===== src/dtti_pkg.sv =====
`default_nettype none
// ----------------------------------------------------------------------------
// dtti_pkg
// Types, character codes and range limits for the decimal text to integer
// unit.
// ----------------------------------------------------------------------------
package dtti_pkg;

	localparam int CHAR_W  = 8;
	localparam int TYPE_W  = 3;
	localparam int VALUE_W = 64;

	localparam logic [CHAR_W-1:0] CHAR_ZERO  = 8'h30;
	localparam logic [CHAR_W-1:0] CHAR_NINE  = 8'h39;
	localparam logic [CHAR_W-1:0] CHAR_MINUS = 8'h2d;

	// largest magnitude that can still be multiplied by ten in 64 bits
	localparam logic [VALUE_W-1:0] MAG_DIV10 = 64'h1999_9999_9999_9999;

	typedef enum logic [1:0] {
		ST_OK       = 2'd0,
		ST_TYPE     = 2'd1,
		ST_OVERFLOW = 2'd2
	} status_t;

	typedef struct packed {
		logic [CHAR_W-1:0] char_code;
		logic [TYPE_W-1:0] target_type;
		logic              is_primitive;
		logic              last_char;
	} item_t;

	typedef struct packed {
		logic [VALUE_W-1:0] mag;
		logic               neg;
		status_t            err;
		logic [TYPE_W-1:0]  target_type;
	} token_t;

	// Largest magnitude allowed for a type. Bit 2 selects signed; for signed
	// types a negative token may reach one more than the positive limit.
	function automatic logic [VALUE_W-1:0] type_mag_max(input logic [TYPE_W-1:0] ty,
		input logic neg);
		logic [VALUE_W-1:0] lim;
		lim = '0;
		if (ty[2]) begin
			case (ty[1:0])
				2'd0:    lim = neg ? 64'h80 : 64'h7f;
				2'd1:    lim = neg ? 64'h8000 : 64'h7fff;
				2'd2:    lim = neg ? 64'h8000_0000 : 64'h7fff_ffff;
				default: lim = neg ? 64'h8000_0000_0000_0000 : 64'h7fff_ffff_ffff_ffff;
			endcase
		end else begin
			case (ty[1:0])
				2'd0:    lim = 64'hff;
				2'd1:    lim = 64'hffff;
				2'd2:    lim = 64'hffff_ffff;
				default: lim = 64'hffff_ffff_ffff_ffff;
			endcase
		end
		return lim;
	endfunction

endpackage
`default_nettype wire


===== src/decimal_text_to_integer_unit.sv =====
// A token's last character passes the input register, the token register and
//   the result register before its result appears.
// Throughput: one character per cycle unless a last character waits on a stall.
// Non-last characters keep flowing while a result waits at the output.
// Reset (arst_n low, asynchronous): pipeline empty, token state cleared.
`default_nettype none
// ----------------------------------------------------------------------------
// decimal_text_to_integer_unit
// Accumulates the decimal magnitude of a numeric token one character at a
// time, with 64-bit overflow checks, and emits a status and the range-checked
// value at the token's last character.
// ----------------------------------------------------------------------------
module decimal_text_to_integer_unit
	import dtti_pkg::*;
(
	input  wire logic               clk,
	input  wire logic               arst_n,
	input  wire logic               in_valid,
	output logic                    in_ready,
	input  wire logic [CHAR_W-1:0]  char_code,
	input  wire logic [TYPE_W-1:0]  target_type,
	input  wire logic               is_primitive,
	input  wire logic               last_char,
	output logic                    out_valid,
	input  wire logic               out_ready,
	output logic [1:0]              status,
	output logic [VALUE_W-1:0]      value
);

	item_t              item_s1;
	logic               valid_s1;
	token_t             tok_s2;
	logic               valid_s2;
	logic               out_valid_q;
	status_t            status_q;
	logic [VALUE_W-1:0] value_q;

	logic [VALUE_W-1:0] mag_q;
	logic               neg_q;
	logic               start_q;
	status_t            err_q;

	logic               out_load;
	logic               s2_ready;
	logic               s1_take;

	logic               is_digit;
	logic [3:0]         digit;
	logic [VALUE_W-1:0] mul10;
	logic [VALUE_W:0]   sum;
	logic [VALUE_W-1:0] mag_nx;
	logic               neg_nx;
	status_t            err_nx;

	logic               neg_eff;
	logic [VALUE_W-1:0] limit;
	status_t            fin_status;
	logic [VALUE_W-1:0] fin_value;

	// flow control: stages free as the next takes the item, non-last chars at once
	assign out_load = !out_valid_q || out_ready;
	assign s2_ready = !valid_s2 || out_load;
	assign s1_take  = valid_s1 && (!item_s1.last_char || s2_ready);
	assign in_ready = !valid_s1 || s1_take;

	// character step
	assign is_digit = (item_s1.char_code >= CHAR_ZERO) && (item_s1.char_code <= CHAR_NINE);
	assign digit    = 4'(item_s1.char_code - CHAR_ZERO);
	assign mul10    = {mag_q[VALUE_W-4:0], 3'b000} + {mag_q[VALUE_W-2:0], 1'b0};
	assign sum      = {1'b0, mul10} + {{(VALUE_W-3){1'b0}}, digit};

	always_comb begin
		mag_nx = mag_q;
		neg_nx = neg_q;
		err_nx = err_q;
		if (err_q == ST_OK) begin
			if (!item_s1.is_primitive) begin
				err_nx = ST_TYPE;
			end else if (start_q && item_s1.char_code == CHAR_MINUS
				&& item_s1.target_type[2]) begin
				neg_nx = 1'b1;
			end else if (!is_digit) begin
				err_nx = ST_TYPE;
			end else if (mag_q > MAG_DIV10 || sum[VALUE_W]) begin
				err_nx = ST_OVERFLOW;
			end else begin
				mag_nx = sum[VALUE_W-1:0];
			end
		end
	end

	// range check of a finished token; a minus only counts for signed types
	assign neg_eff = tok_s2.neg && tok_s2.target_type[2];
	assign limit   = type_mag_max(tok_s2.target_type, neg_eff);

	always_comb begin
		fin_status = tok_s2.err;
		fin_value  = '0;
		if (tok_s2.err == ST_OK) begin
			if (tok_s2.mag > limit) begin
				fin_status = ST_OVERFLOW;
			end else begin
				fin_value = neg_eff ? (VALUE_W'(0) - tok_s2.mag) : tok_s2.mag;
			end
		end
	end

	always_ff @(posedge clk or negedge arst_n) begin
		if (!arst_n) begin
			valid_s1    <= 1'b0;
			valid_s2    <= 1'b0;
			out_valid_q <= 1'b0;
			mag_q       <= '0;
			neg_q       <= 1'b0;
			start_q     <= 1'b1;
			err_q       <= ST_OK;
		end else begin
			if (in_ready) begin
				valid_s1 <= in_valid;
			end
			if (s1_take) begin
				if (item_s1.last_char) begin
					mag_q   <= '0;
					neg_q   <= 1'b0;
					start_q <= 1'b1;
					err_q   <= ST_OK;
				end else begin
					mag_q   <= mag_nx;
					neg_q   <= neg_nx;
					start_q <= 1'b0;
					err_q   <= err_nx;
				end
			end
			if (s2_ready) begin
				valid_s2 <= s1_take && item_s1.last_char;
			end
			if (out_load) begin
				out_valid_q <= valid_s2;
			end
		end
	end

	always_ff @(posedge clk) begin
		if (in_ready && in_valid) begin
			item_s1 <= '{char_code: char_code, target_type: target_type,
				is_primitive: is_primitive, last_char: last_char};
		end
		if (s1_take && item_s1.last_char) begin
			tok_s2 <= '{mag: mag_nx, neg: neg_nx, err: err_nx,
				target_type: item_s1.target_type};
		end
		if (out_load && valid_s2) begin
			status_q <= fin_status;
			value_q  <= fin_value;
		end
	end

	assign out_valid = out_valid_q;
	assign status    = status_q;
	assign value     = value_q;

`ifndef SYNTH
	// a failed token never carries a value
	a_err_zero_value: assert property (@(posedge clk) disable iff (!arst_n)
		out_valid_q |-> (status_q == ST_OK || value_q == '0))
		else $error("nonzero value with error status");

	// the token state is back at its start after the last character
	a_token_clear: assert property (@(posedge clk) disable iff (!arst_n)
		s1_take && item_s1.last_char |=> start_q && mag_q == '0 && !neg_q
			&& err_q == ST_OK)
		else $error("token state not cleared after last character");

	// the first error of a token holds until its last character
	a_err_sticky: assert property (@(posedge clk) disable iff (!arst_n)
		err_q != ST_OK && !(s1_take && item_s1.last_char) |=> err_q == $past(err_q))
		else $error("token error changed before last character");

	// a held character is not dropped
	a_s1_hold: assert property (@(posedge clk) disable iff (!arst_n)
		valid_s1 && !s1_take |=> valid_s1 && $stable(item_s1))
		else $error("stalled character lost");
`endif

endmodule
`default_nettype wire

===== config.mk =====
export PLATFORM = sky130hd
export DESIGN_NAME = decimal_text_to_integer_unit
export DESIGN_NICKNAME = d
export VERILOG_FILES = /design/src/dtti_pkg.sv /design/src/decimal_text_to_integer_unit.sv
export SDC_FILE = /design/constraint.sdc
export NUM_CORES = 1
export LEC_CHECK = 0
export BUFFER_PORTS_ARGS = -buffer_cell sky130_fd_sc_hd__buf_2
export CORE_MARGIN = 8
export CORE_UTILIZATION = 63
export DETAILED_ROUTE_END_ITERATION = 10
export PLACE_DENSITY = 0.83
export SLEW_MARGIN = 20
export SYNTH_ARGS = -nofsm -noshare
export SYNTH_HDL_FRONTEND = slang
export SYNTH_SLANG_ARGS = --single-unit
export TNS_END_PERCENT = 5

===== constraint.sdc =====
create_clock -name clk -period 6 [get_ports clk]
set_input_delay 1.8 -clock clk [delete_from_list [all_inputs] [get_ports clk]]
set_output_delay 1.8 -clock clk [all_outputs]
set_load 0.05 [all_outputs]

* Word-level counts from Yosys, hierarchy flattened *
Index checks and enable logic that the tools add are counted.

word-level totals
  register bits after elaboration = 220
  input port bits = 17
  output and inout bits = 68
  logic and storage cells = 77

cells by class
  add/sub/neg operators = 4
  $lt $le $gt $ge = 4
  eq/ne operators = 3
  multiplexer cells = 27
  bitwise operators = 1
  reductions and logical operators = 21

operator list
  kind                     count
  $mux W64                 9
  $pmux W64 S3             2
  $add A64 B4 Y65          1
  $add A64 B64 Y64         1
  $gt A64 B61 Y1 const B   1
  $gt A64 B64 Y1           1
  $sub A1 B64 Y64 const A  1
  $mux W32                 1
  $mux W16                 1
  $mux W2                  8
  $eq A8 B6 Y1 const B     1
  $ge A8 B6 Y1 const B     1
  $le A8 B6 Y1 const B     1
  $logic_and A1 B1 Y1      8
  $mux W8                  1
  $logic_not A2 Y1         3
  $logic_or A1 B1 Y1       5
  $mux W1                  5
  $logic_not A1 Y1         4
  $sub A4 B1 Y4 const B    1
  $eq A2 B1 Y1 const B     1
  $eq A2 B2 Y1 const B     1
  $reduce_or A2 Y1         1
  $not A1 Y1               1

* Longest topological paths before layout *
Gate-level depths: netlist of run 1.

  depth after elaboration = 9
  gate-level depth with buffers = 18
  gate-level depth less buffers = 15

* Worst setup path before layout of run 1 *
OpenSTA, ideal clock, no wires.

  path type = input port to flip-flop
  from = input port out_ready
  to = register status_q[0], in the netlist status[0], enable pin
  setup time = 0.498 ns
  arrival time = 4.817 ns
  required time = 5.502 ns
  setup slack = 0.685 ns
  stages = 2
  path buffers = 0
  cells stage by stage = nor2b_1 -> nor2b_1

on the way
  word-level cells in the longest chain between the ends = 2

RTL lines
  what                  RTL line                             source
  from (decl)           decimal_text_to_integer_unit.sv:25   input wire logic out_ready,
  $logic_or A1 B1 Y1    decimal_text_to_integer_unit.sv:61   assign out_load = !out_valid_q || out_ready;
  $logic_and A1 B1 Y1   decimal_text_to_integer_unit.sv:152  if (out_load && valid_s2) begin
  to (signal assigned)  decimal_text_to_integer_unit.sv:153  status_q <= fin_status;
  to (decl)             decimal_text_to_integer_unit.sv:35   status_t status_q;

Every way passes these cells.
A chain may end at the register's enable or synchronous reset.

* Worst setup path after layout of run 1 *
  from = register mag_q[13]
  to = register mag_q[0]

on the way
  word-level cells in the longest chain between the ends = 9
  elaborated cells between the ends (all ways) = 10
  classes of those cells = add/sub: 2; order compare: 1; mux: 6; reduce/logical: 1

RTL lines
  what                    RTL line                             source
  from (decl)             decimal_text_to_integer_unit.sv:38   logic [VALUE_W-1:0] mag_q;
  from (signal assigned)  decimal_text_to_integer_unit.sv:128  mag_q <= mag_nx;
  $add A64 B64 Y64        decimal_text_to_integer_unit.sv:69   assign mul10 = {mag_q[VALUE_W-4:0], 3'b000} + {mag_q[VALUE_W-2:0], 1'b0};
  $add A64 B4 Y65         decimal_text_to_integer_unit.sv:70   assign sum = {1'b0, mul10} + {{(VALUE_W-3){1'b0}}, digit};
  $logic_or A1 B1 Y1 (*)  decimal_text_to_integer_unit.sv:84   end else if (mag_q > MAG_DIV10 || sum[VALUE_W]) begin
  $mux W64 (*)            decimal_text_to_integer_unit.sv:84
  $mux W64 (*)            decimal_text_to_integer_unit.sv:82   end else if (!is_digit) begin
  $mux W64 (*)            decimal_text_to_integer_unit.sv:79   end else if (start_q && item_s1.char_code == CHAR_MINUS
  $mux W64 (*)            decimal_text_to_integer_unit.sv:77   if (!item_s1.is_primitive) begin
  $mux W64 (*)            decimal_text_to_integer_unit.sv:76   if (err_q == ST_OK) begin
  $mux W64 (*)            decimal_text_to_integer_unit.sv:122  if (item_s1.last_char) begin

Every way passes the cells marked *; elsewhere a longest branch is shown, timed or not.

==> results_dict.tcl, run 1 <==
set metrics [dict create \
    fmax_mhz 180 \
    ctsLongestPathBuffers 3 \
    cp_max_fo 44 \
    postSynthAreaPerCell_um2 9.05 \
    first_global_vias 14300 \
    final_common_cell "nand2_1" \
    diodes 0 \
    critPathMostFrequentCell "nand4b_1" \
    core_um2 26800 \
    ir_drop_v 0.000182 \
    p_int_uw 2540 \
    postCtsSetupRepairBufs 0 \
    htree_levels 1 \
    hp-class "flip-flop to flip-flop" \
    worstMarginPinSlew_ns 1.02 \
    power_uw 3370 \
    fin_crit_ns 5.56 \
    sw_frac_of_total 0.246 \
    p_comb_frac 0.094 \
    setup_viol 0 \
    avgViaCountPerCell 6.71 \
    grt_pass1_wl_um 76100 \
    crit_path_max_incr_delay_ns 0.63 \
    fillerInstances 2086 \
    r2r_slack_ns 0.44 \
    ys_seq_area_frac 0.366 \
    fin_crit_sh 0.926 \
    cts_hold_buf 0 \
    required_ns 6.45 \
    slew_viol_final 0 \
    cts_tree "built" \
    ff_latch_area_um2 6250 \
    routedWlPerCell_um 20.9 \
    p_switching_uw 830 \
    p_per_area_nw_per_um2 184 \
    tns_ns 0 \
    yosysWarningCount 0 \
    cp_data_arrival_time_ns 6.01 \
    start_util 0.637 \
    outcome "finished, final reports clean" \
    insertion_delay_ns 0.51 \
    grt_max_degree 125 \
    ys_async_sr_fraction 0.323 \
    grt_usage 0.284 \
    slowest_stage "a211oi_1" \
    area.growth.synth_to_final_pct 7.50 \
    cts_buffers 21 \
    dpl.hpwl_um 36900 \
    cap_violations 0 \
    die_area_um2 32600 \
    clkTransAtPathRegs_ns 0.06 \
    multi_input_area_um2 10300 \
    ys.flop_type "edfxtp_1" \
    yosysUniqueCellTypes 94 \
    cp-start-kind "flip-flop" \
    seq_power_share 0.510 \
    gr-total-overflow 0 \
    first_iter_violations 1887 \
    drt-total-wl_um 47700 \
    syn-num-nets 2033 \
    nets 2074 \
    row_count 60 \
    via_count 15300 \
    hold_viol 0 \
    synth.cell_area_um2 17100 \
    drive_gt1_frac 0.0927 \
    place_congestion 1.08 \
    grt_antenna_before_repair 0 \
    layout_common_cells "nand2_1, nor2_1, edfxtp_1" \
    p_clk_frac 0.396 \
    port_buffers 84 \
    leakage_uw 0.00703 \
    root_buffer "clkbuf_16" \
    rsz0062_at_grt "false" \
    fp.dieW_um 181 \
    slew_headroom 0.322 \
    critical_path_class "flip-flop to flip-flop" \
    critical_path.cell_chain "ha_1, nand4_1, nor3_1, nand2_1, a211oi_1, or2_2, xor2_1, nand4b_1, nand4b_1, nor4_4, a31oi_2, o21ai_4, buf_4, a22o_1" \
    ys_ff_latch 220 \
    die_h_um 181 \
    drc 0 \
    endpoint_kind "flip-flop" \
    io_pins 85 \
    skew_ns 0.0210 \
    synth-edff-count 149 \
    drt_first_pass_iters 6 \
    cts_resized 0 \
    ant_nets 0 \
    clock_sinks 220 \
    synth_cells 1886 \
]
## per-stage QoR
stage,setup slack (ns),instances,hold slack (ns),util,cell area (µm²)
6_report,0.442,2283,0.422,0.685,18400
3_3_place_gp,0.830,2245,0.406,0.658,17600
2_1_floorplan,0.685,1886,0.400,-,17100
5_1_grt,0.186,2283,0.453,0.685,18400
4_1_cts,0.586,2283,0.424,0.685,18400
3_5_place_dp,0.623,2245,0.409,0.658,17600
## power by group through the flow
stage	clock [µW]	combinational [µW]	sequential [µW]
final	1330	316	1720
after global placement	0	305	1750
after global routing	1400	345	1720
after CTS	1350	317	1720
after floorplan	0	148	1830
after detailed placement	0	316	1750
## Yosys cell counts, types with 14 or more instances
cell type | count | area share
nand2_1 | 202 | 0.044
nor2_1 | 185 | 0.041
edfxtp_1 | 149 | 0.26
a21oi_1 | 142 | 0.042
o21ai_0 | 133 | 0.039
ha_1 | 128 | 0.094
xnor2_1 | 94 | 0.048
xor2_1 | 72 | 0.037
dfrtp_1 | 70 | 0.10
o2bb2ai_1 | 60 | 0.031
nand4_1 | 59 | 0.022
a21o_1 | 54 | 0.024
nand3_1 | 46 | 0.013
nor3_1 | 45 | 0.013
clkbuf_1 | 41 | 0.0090
inv_1 | 33 | 0.0073
nor4_1 | 26 | 0.0095
buf_2 | 24 | 0.0070
o211ai_1 | 19 | 0.0084
o21ai_1 | 16 | 0.0047
a31oi_1 | 15 | 0.0055
o31ai_1 | 14 | 0.0062
## critical path, delay by kind of cell, from the launching register on
kind,cells,cell delay [ns]
AO/OA/AOI/OAI,4,1.44
XOR/XNOR,1,0.33
adder cells (fa/ha/maj),1,0.43
buffers and inverters,1,0.46
flip-flops,1,0.47
AND/OR/NAND/NOR,7,2.31
## kinds of logic (layout without fill, tap and decap cells)
family / after synthesis / in the layout / synth area share
and+or+nand+nor: 675 / 675 / 0.194
adders and majority gates: 130 / 130 / 0.0961
buffers and inverters: 117 / 173 / 0.0324
xor gates and xnor gates: 166 / 166 / 0.0852
DFF: 220 / 220 / 0.366
AOI/OAI and AO/OA: 568 / 568 / 0.220
muxes: 10 / 10 / 0.00608
## path summary, 6_finish.rpt
path,startpoint,end,cells past startpoint
worst max-delay path,mag_q[13],mag_q[0],14
worst min-delay path,item_s1[3],tok_s2[1],0
worst max register to register,mag_q[13],mag_q[0],14
worst min register to register,item_s1[3],tok_s2[1],0
max in group asynchronous,arst_n,mag_q[62],2
min in group asynchronous,arst_n,mag_q[10],2
## cell type report
| type | count | area share |
|---|---|---|
| clock buffers | 27 | 0.0333 |
| repair buffers | 101 | 0.0305 |
| multi-input cells | 1549 | 0.560 |
| clock inverters | 11 | 0.00539 |
| well taps | 341 | 0.0232 |
| inverters | 34 | 0.00695 |
| flip-flops and latches | 220 | 0.341 |
## layer usage
layer	global-route usage	vias to the layer above	share of wire
met5	0	-	0
met4	0.0880	0	0.029
met3	0.0361	88	0.087
met2	0.451	772	0.45
met1	0.399	7254	0.43
li1	-	7195	-
## registers in the layout (all words and copies together), names as in the netlist
register and count:
item_s1 13, neg_q 1, tok_s2 70, status 2
valid_s2 1, out_valid 1, mag_q 64, err_q 2
start_q 1, valid_s1 1, value 64
No activity file was read; power rests on OpenSTA's default activity.
==> inputs of run 2 (changes only) <==
--- a/config.mk
+++ b/config.mk
@@ -7,9 +7,10 @@
 export LEC_CHECK = 0
 export BUFFER_PORTS_ARGS = -buffer_cell sky130_fd_sc_hd__buf_2
 export CORE_MARGIN = 8
-export CORE_UTILIZATION = 63
+export CORE_UTILIZATION = 40
 export DETAILED_ROUTE_END_ITERATION = 10
-export PLACE_DENSITY = 0.83
+export GPL_ROUTABILITY_DRIVEN = 1
+export PLACE_DENSITY = 0.57
 export SLEW_MARGIN = 20
 export SYNTH_ARGS = -nofsm -noshare
 export SYNTH_HDL_FRONTEND = slang
==> run 2 against run 1 <==
Effect of this change: count of clock-buffer cells in the layout increased by 5; flip-flop and latch count unchanged; critical endpoint is now tok_s2[19]; largest cell class unchanged; largest power group unchanged; utilization decreased by 24 points.
==> results_dict.tcl, run 2 (synthesized netlist as in run 1, its figures left out) <==
set metrics [dict create \
    ctsLongestPathBuffers 3 \
    row_count 75 \
    cts_hold_buf 0 \
    nets 2074 \
    start_util 0.406 \
    avgViaCountPerCell 5.92 \
    final_cell_area_um2 18700 \
    ff_latch_area_um2 6250 \
    cap_violations 0 \
    cp-start-kind "flip-flop" \
    outcome "finished, final reports clean" \
    max_flop_register "tok_s2" \
    dpl.hpwl_um 39700 \
    sw_frac_of_total 0.238 \
    root_buffer "clkbuf_16" \
    leakage_uw 0.00707 \
    fin_util 0.444 \
    min_from "item_s1[2]" \
    slew_headroom 0.336 \
    worstMarginPinSlew_ns 0.997 \
    place_congestion 0.982 \
    cp_max_fo 124 \
    cts_resized 0 \
    required_ns 6.22 \
    fin_crit_ns 5.54 \
    grt_usage 0.195 \
    port_buffers 84 \
    via_count 14700 \
    p_int_uw 2680 \
    rr_startpoint "mag_q[2]" \
    gr-total-overflow 0 \
    area.growth.synth_to_final_pct 9.42 \
    pre_cts_ws_ns 0.575 \
    seq_power_share 0.489 \
    io_pins 85 \
    routedWlPerCell_um 20.1 \
    setup_ws_ns 0.460 \
    first_global_vias 14000 \
    fin_crit_sh 0.923 \
    fmax_mhz 180 \
    setup.worst_path.start "mag_q[2]" \
    core_um2 42000 \
    ant_nets 0 \
    multi_input_area_um2 10300 \
    drt_first_pass_iters 5 \
    skew_ns 0.0159 \
    rsz0062_at_grt "false" \
    insertion_delay_ns 0.52 \
    grt_antenna_before_repair 0 \
    grt_pass1_wl_um 78700 \
    cts_buffers 22 \
    htree_levels 1 \
    cts_tree "built" \
    power_uw 3520 \
    die_h_um 223 \
    ir_drop_v 0.000171 \
    tns_ns 0 \
    clkTransAtPathRegs_ns 0.06 \
    p_switching_uw 839 \
    critical_path_class "flip-flop to flip-flop" \
    clock_sinks 220 \
    final_common_cell "nand2_1" \
    setup_viol 0 \
    fp.dieW_um 223 \
    drive_gt1_frac 0.0906 \
    hp-class "flip-flop to flip-flop" \
    postCtsSetupRepairBufs 0 \
    p_clk_frac 0.420 \
    slew_viol_final 0 \
    layout_common_cells "nand2_1, nor2_1, edfxtp_1" \
    first_iter_violations 1110 \
    endpoint_kind "flip-flop" \
    diodes 0 \
    largest_reg_flops 70 \
    p_comb_frac 0.091 \
    drt-total-wl_um 49900 \
    grt_max_degree 125 \
    cp_data_arrival_time_ns 5.76 \
    fillerInstances 4095 \
    hold_viol 0 \
    p_per_area_nw_per_um2 188 \
    drc 0 \
    placed_area_um2 17900 \
    die_area_um2 49600 \
]
run 2: changes by cell type in the layout (fill, tap and decap cells not counted), sizes merged:
cell	change
clkbuf	+5
buf	-1
clkinv	-2
clkinvlp	-2
inv	-2
bufinv	+3
run 2: worst max-delay path: stages, from the launching register on:
cell	delay (ns)
dfrtp_1	0.45
ha_1	0.27
fa_1	0.43
a21o_1	0.22
a221o_1	0.40
nand2_1	0.25
a211oi_1	0.19
or2_2	0.38
xor2_1	0.32
nand4b_1	0.17
nand4b_1	0.54
or2_2	0.51
o41ai_4	0.41
buf_12	0.39
o21ai_0	0.22
run 2: path summary, 6_finish.rpt:
kind                              end  slack [ns]  cells past startpoint
hold / removal              tok_s2[0]        0.43                      0
setup reg to reg           tok_s2[19]        0.46                     14
setup / recovery           tok_s2[19]        0.46                     14
min in group asynchronous    mag_q[9]        1.41                      1
max in group asynchronous   mag_q[51]        3.90                      1
hold reg to reg             tok_s2[0]        0.43                      0
run 2: stage by stage:
step | cells | hold WS, ns
after global routing | 2482 | 0.436
after global placement | 2442 | 0.409
after detailed placement | 2442 | 0.406
after CTS | 2482 | 0.435
final | 2482 | 0.433
after floorplan | 1886 | 0.400
run 2: per-layer routing:
| layer | up-vias | share of wire | GRT usage |
|---|---|---|---|
| li1 | 7194 | - | - |
| met1 | 7008 | 0.49 | 0.282 |
| met2 | 419 | 0.43 | 0.301 |
| met3 | 70 | 0.049 | 0.0221 |
| met4 | 0 | 0.029 | 0.0612 |
| met5 | - | 0 | 0 |
run 2: area by class of cell:
class | instances | share of cell area
clock inverter | 8 | 0.00737
timing repair buffer | 100 | 0.0304
inverter | 34 | 0.00683
clock buffer | 32 | 0.0342
multi-input combinational | 1549 | 0.550
sequential | 220 | 0.335
tap | 539 | 0.0361
run 2: power by group through the flow:
stage / Combinational, µW / Clock [µW] / Sequential (µW)
2_1_floorplan: 148 / 0 / 1830
3_3_place_gp: 315 / 0 / 1750
6_report: 320 / 1480 / 1720
4_1_cts: 324 / 1520 / 1720
3_5_place_dp: 323 / 0 / 1750
5_1_grt: 349 / 1580 / 1730
